**src/hw/rtl/dsgf_pkg.sv**
```systemverilog
`timescale 1ns / 1ps
// ----------------------------------------------------------------------------
// Direct-sum gravity force package
// Shared types, field widths and arithmetic helpers for the force unit.
// ----------------------------------------------------------------------------
package dsgf_pkg;

    localparam int POS_W   = 32;
    localparam int MASS_W  = 32;
    localparam int SLOT_W  = 10;
    localparam int FORCE_W = 40;
    localparam int CNT_W   = 11;
    localparam int PADDR_W = 3;

    // Multiplier operand and product widths.
    localparam int MUL_W  = 33;
    localparam int PROD_W = 2 * MUL_W;

    localparam logic OP_WRITE = 1'b0;
    localparam logic OP_QUERY = 1'b1;

    // Register index is paddr[2]; low address bits are ignored.
    localparam logic REG_SOFTENING = 1'b0;
    localparam logic REG_ACTIVE    = 1'b1;

    localparam logic [31:0] SOFTENING_RESET = 32'd65536;

    typedef struct packed {
        logic                     opcode;
        logic [SLOT_W-1:0]        slot;
        logic signed [POS_W-1:0]  pos_x;
        logic signed [POS_W-1:0]  pos_y;
        logic signed [POS_W-1:0]  pos_z;
        logic [MASS_W-1:0]        mass;
    } t_cmd;

    typedef struct packed {
        logic signed [POS_W-1:0] x;
        logic signed [POS_W-1:0] y;
        logic signed [POS_W-1:0] z;
        logic [MASS_W-1:0]       m;
    } t_part;

    typedef struct packed {
        logic empty;
        logic full;
    } t_front_status;

    function automatic logic [PROD_W-1:0] umul(input logic [MUL_W-1:0] a,
                                                input logic [MUL_W-1:0] b);
        umul = PROD_W'(a) * PROD_W'(b);
    endfunction

endpackage

```
**src/hw/rtl/dsgf_front.sv**
```systemverilog
`timescale 1ns / 1ps
// ----------------------------------------------------------------------------
// Force unit front end
// Accepts commands and queues them for the engine.
// ----------------------------------------------------------------------------
module dsgf_front (
    input  logic                   i_clk,
    input  logic                   i_rst_n,
    input  logic                   i_valid,
    output logic                   o_ready,
    input  dsgf_pkg::t_cmd         i_cmd,
    output logic                   o_cmd_valid,
    input  logic                   i_cmd_ready,
    output dsgf_pkg::t_cmd         o_cmd,
    output dsgf_pkg::t_front_status o_status
);

    // Two-entry queue.
    dsgf_pkg::t_cmd r_q [2];
    logic           r_wp, r_rp;
    logic [1:0]     r_cnt;
    logic           push, pop;

    assign o_ready     = (r_cnt != 2'd2);
    assign o_cmd_valid = (r_cnt != 2'd0);
    assign o_cmd       = r_q[r_rp];
    assign push        = i_valid && o_ready;
    assign pop         = o_cmd_valid && i_cmd_ready;
    assign o_status.empty = (r_cnt == 2'd0);
    assign o_status.full  = (r_cnt == 2'd2);

    always_ff @(posedge i_clk) begin
        if (!i_rst_n) begin
            r_wp  <= 1'b0;
            r_rp  <= 1'b0;
            r_cnt <= 2'd0;
        end else begin
            if (push) begin
                r_wp <= !r_wp;
            end
            if (pop) begin
                r_rp <= !r_rp;
            end
            r_cnt <= r_cnt + {1'b0, push} - {1'b0, pop};
        end
    end

    always_ff @(posedge i_clk) begin
        if (push) begin
            r_q[r_wp] <= i_cmd;
        end
    end

endmodule

```
**config.mk**
```make
export PLATFORM = sky130hd
export DESIGN_NAME = dsgf_front
export DESIGN_NICKNAME = d
export VERILOG_FILES = /design/src/hw/rtl/dsgf_pkg.sv /design/src/hw/rtl/dsgf_front.sv
export SDC_FILE = /design/constraint.sdc
export NUM_CORES = 1
export LEC_CHECK = 0
export BUFFER_PORTS_ARGS = -buffer_cell sky130_fd_sc_hd__buf_2
export CAP_MARGIN = 15
export CORE_MARGIN = 1
export CORE_UTILIZATION = 50
export DETAILED_ROUTE_END_ITERATION = 16
export MAX_ROUTING_LAYER = met4
export PLACE_DENSITY = 0.77
export SKIP_CTS_REPAIR_TIMING = 1
export SYNTH_ARGS = -nofsm -noshare
export SYNTH_HDL_FRONTEND = slang
export SYNTH_SLANG_ARGS = --single-unit
```
**constraint.sdc**
```tcl
create_clock -name i_clk -period 9.65 [get_ports i_clk]
set_input_delay 1.4475 -clock i_clk [delete_from_list [all_inputs] [get_ports i_clk]]
set_output_delay 1.4475 -clock i_clk [all_outputs]
set_load 0.05 [all_outputs]
```
# Word-level counts from Yosys, hierarchy flattened
# Memories as Yosys holds them, arrays and structs flattened. A register that Yosys moved wholly into a read port is not among the register bits.
# Index checks and enable logic that the tools add are counted.
[totals]
input_bits = 143
mem_count = 1
register_bits = 4
ramBits = 278
out_inout_bits = 143
[memory_table]
columns = ["name", "words", "width", "read_ports", "rd_clocked_by_memory_dff", "wr", "line", "rtl"]
rows = [
  ["r_q", 2, 139, 1, 1, 1, "dsgf_front.sv:19", "dsgf_pkg::t_cmd r_q [2];"],
]
[op_classes]
eq_ne = 2
add_sub_neg = 2
n_mux = 4
n_reduce_logical = 6
[op_table]
columns = ["op", "count"]
rows = [
  ["2-to-1 mux 1 bit", 4],
  ["adder 2 x 1 -> 2 bit", 1],
  ["== test 2 bit, second input constant", 1],
  ["logical AND 1 bit", 2],
  ["logical NOT 1 bit", 2],
  ["logical NOT 2 bit", 1],
  ["inequality test 2 bit, second input constant", 1],
  ["nonzero test 2 bit", 1],
  ["subtractor 2 x 1 -> 2 bit", 1],
]

# Longest topological paths before layout
[depth]
ltp_word = 4
ltp_mapped = 8

# Least setup slack after synthesis
# No wires, ideal clock.
[synth_path]
kind = "input -> register"
startpoint = "in i_valid"
endpoint = "mem r_q[0][0] in the netlist's numbering, enable pin"
t_required_ps = 9010
setup_ps = 640
path_slack_ps = 1668
cell_stages = 2
t_arrival_ps = 7342
path_cell_list = "nand2_1 nor2_1"
[synth_between]
elab_chain_len = 3
[synth_lines]
columns = ["item", "line", "rtl"]
rows = [
  ["start, declared", "dsgf_front.sv:9", "input logic i_valid,"],
  ["logical AND 1 bit", "dsgf_front.sv:27", "assign push = i_valid && o_ready;"],
  ["2-to-1 mux 1 bit", "dsgf_front.sv:49", "if (push) begin"],
  ["2-to-1 mux 1 bit (not written as such)", "dsgf_front.sv:50", "r_q[r_wp] <= i_cmd;"],
  ["end, declared", "dsgf_front.sv:19", ""],
]
# No other way between the ends.

==> flow_summary.ini <==
[floorplan]
rows = 52
die_w_um = 146
die-area_um2 = 21200
die_h_um = 146
design.core.area_um2 = 20200
initial_core_util_pct = 50.9
io_pins = 286

[power]
peakVddDrop_mv = 0.194
p_comb_share_pct = 33.2
p_clk_share_pct = 24.7
power_leakage_nw = 4.74
switching_share_pct = 36.9
p_sw_mw = 1.42
intPower_mw = 2.43
seq_power_share_pct = 42.2
power.density_nw_per_um2 = 301

[min_path]
hold_start = r_rp$_SDFFE_PN0P_
hold_path.class = register to register
whs_path_depth = 2

[setup_path]
worst-path-buf-inv = 2
cp_max_fo = 74
startpoint_type = register
reg2reg_depth = 3
cpLargestDelayFamily = buffers and inverters
critPathCaptureType = primary output
crit_slowest_cell = dfxtp_4
crit_arrival_ps = 2990
r2r_slack_ps = 6850
timing.critical_path.cells = buf_4 -> mux2_2 -> buf_2
path_class = register to primary output
required_ps = 8200
worstReg2RegStart = r_cnt[0]$_SDFF_PN0_
worstReg2RegEnd = r_q[1][15]$_DFFE_PP_
critical-path-max-stage-delay_ps = 960

[routing]
ant_nets = 0
first_pass_iters = 4
vias = 5254
wl_per_cell_um = 17.9
vias_per_cell = 5.00
drc_errors = 0
drt_wl_total_mm = 18.8
drt_iter0_drc = 285

[cts]
numClockSinks = 283
cts_root_buf = clkbuf_16
path_clk_slew_ps = 60
cts.htree.levels = 1
cts_tree = yes
cts.path.max_buffers = 3
clk_latency_ps = 510
cts_made_buffers = 27

[yosys]
yosysWarnings = 0
synth_seq_cells = 283
synth_top_area_share_pct = 81.0
syn_area_um2 = 10300
synth.avg_cell_area_um2 = 22.5
synth_top_area_cell = edfxtp_1
ys_seq_area_share_pct = 82.0
ys_types = 18
synthCells = 458
synth_nets = 603
synthTopCellsByArea = edfxtp_1 (81%), mux2_2 (15%), buf_6 (1.2%), dfxtp_1 (0.97%), xnor2_1 (0.26%)

[sta]
timing.slew.headroom_pct = 29.3
setup_viol_count_final = 0
period_minus_slack_ps = 4440
setup_ws_ps = 5210
skew_ps = 6.79
tns_ps = 0
finalHoldViolations = 0
max_freq_ghz = 0.225
final_max_slew_viol_count = 0
worst_slew_pin_slew_ps = 1060
rsz0062_at_grt = false
post-route-period-util_pct = 46.0

[grt]
grt-ovfl-total = 0
grt_antenna_before_repair = 1
grt_pass1_wl_mm = 29.0
track_usage_pct = 18.0
grt_max_degree = 81
grt_pass1_vias = 5656

[layout]
nets = 906
finalNonFillerCells = 1050
area_growth_pct = 23.8
fillers = 1443
layout-drive-gt1-share_pct = 59.4

[place]
portBuffers = 285
hpwlAfterDp_mm = 12.4
post-place-ws_ps = 5680
dpl.cell_count = 1002
routabilityCongestion = 0.774

[flow_run]
maxCapViolations = 0

[run_status]
status = complete, no violations
==> worst register-to-register path: cells and delay by family (launching register included) <==
family	cells	cell delay, ps
simple gates	2	1000
flops	1	370
buf+inv	1	990
==> worst max-delay path by stage <==
stage	cells past startpoint	slack, ps	endpoint	from
2_1_floorplan	2	1670	r_q[0][0]$_DFFE_PP_	i_valid
3_3_place_gp	3	5720	o_cmd[120]	register
3_5_place_dp	3	5680	o_cmd[84]	register
4_1_cts	3	5110	o_cmd[84]	register
5_1_grt	3	4980	o_cmd[44]	register
6_report	3	5210	o_cmd[47]	register
==> metal layers <==
| metal | vias up | wire (um) | track usage (%) |
|---|---|---|---|
| met1 | 2576 | 7370 | 20.9 |
| met5 | - | 0 | - |
| met4 | 0 | 469 | 5.68 |
| met2 | 207 | 9630 | 30.9 |
| met3 | 43 | 1360 | 4.45 |
| li1 | 2428 | - | - |
==> layout by cell type (no fill, tap or decap) <==
cell type,netlist,layout
and2_1,2,2
clkinv_1,0,10
diode_2,0,1
nand2_1,2,2
dfxtp_4,0,1
buf_2,2,285
clkinvlp_4,0,1
mux2_2,139,139
xnor2_1,3,3
clkbuf_16,0,27
dfxtp_1,5,4
buf_4,2,4
nor2b_1,2,2
ha_1,2,2
bufinv_16,0,1
clkbuf_1,0,6
inv_1,3,3
o21a_1,1,1
mux2i_1,1,1
or2_2,1,1
edfxtp_1,278,278
clkinv_2,0,2
nor2_4,0,1
and3_4,0,1
nand2b_1,2,2
==> metrics by stage <==
step | hold slack [ps] | area (um^2) | utilization, % | power (mW)
after floorplan | 455 | 10300 | - | 2.70
after global placement | 507 | 12000 | 59.1 | 2.91
after detailed placement | 537 | 12000 | 59.1 | 2.93
after CTS | 556 | 12700 | 63.0 | 3.88
after global routing | 580 | 12800 | 63.0 | 3.98
final | 547 | 12800 | 63.0 | 3.84
==> power by group through the flow <==
stage               registers [mW]  logic (mW)  clock network (mW)
global placement              1.64        1.27                   0
finish                        1.62        1.27               0.948
CTS                           1.63        1.29               0.971
global route                  1.64        1.33                1.02
detailed placement            1.65        1.28                   0
floorplan                     1.63        1.07                   0
==> layout make-up <==
cell class,count,area [um^2],share of cell area [%]
tap,270,338,2.65
sequential,283,8450,66.3
inverter,3,11.3,0.0883
antenna,1,2.50,0.0196
multi-input combinational,157,1710,13.4
timing repair buffer,289,1460,11.4
clock buffer,33,698,5.48
clock inverter,14,85.1,0.667
==> logic make-up (layout without fill, tap and decap cells) <==
family,Yosys count,in the layout,synth area share (%)
flip-flops,283,283,82.0
buffers and inverters,18,339,1.55
adder cells (fa/ha/maj),2,2,0.243
AND/OR/NAND/NOR,11,11,0.595
multiplexers,140,140,15.3
XOR/XNOR,3,3,0.255
other,0,1,0
AO/OA/AOI/OAI,1,1,0.0729
==> state kept, by name (all words and copies together) (netlist names), named ones only <==
name / flops
r_rp: 1
r_q: 278
r_wp: 1
r_cnt: 2
==> synth_stat cells <==
cell and count:
edfxtp_1 278, and3_1 1, ha_1 2, or2_2 1, mux2i_1 1, inv_1 3
and2_1 2, nand2_1 2, buf_2 2, o21a_1 1, nor2_1 1, xnor2_1 3
nand2b_1 2, buf_6 11, nor2b_1 2, mux2_2 139, dfxtp_1 5, buf_4 2
No activity file was read; power rests on OpenSTA's default activity.
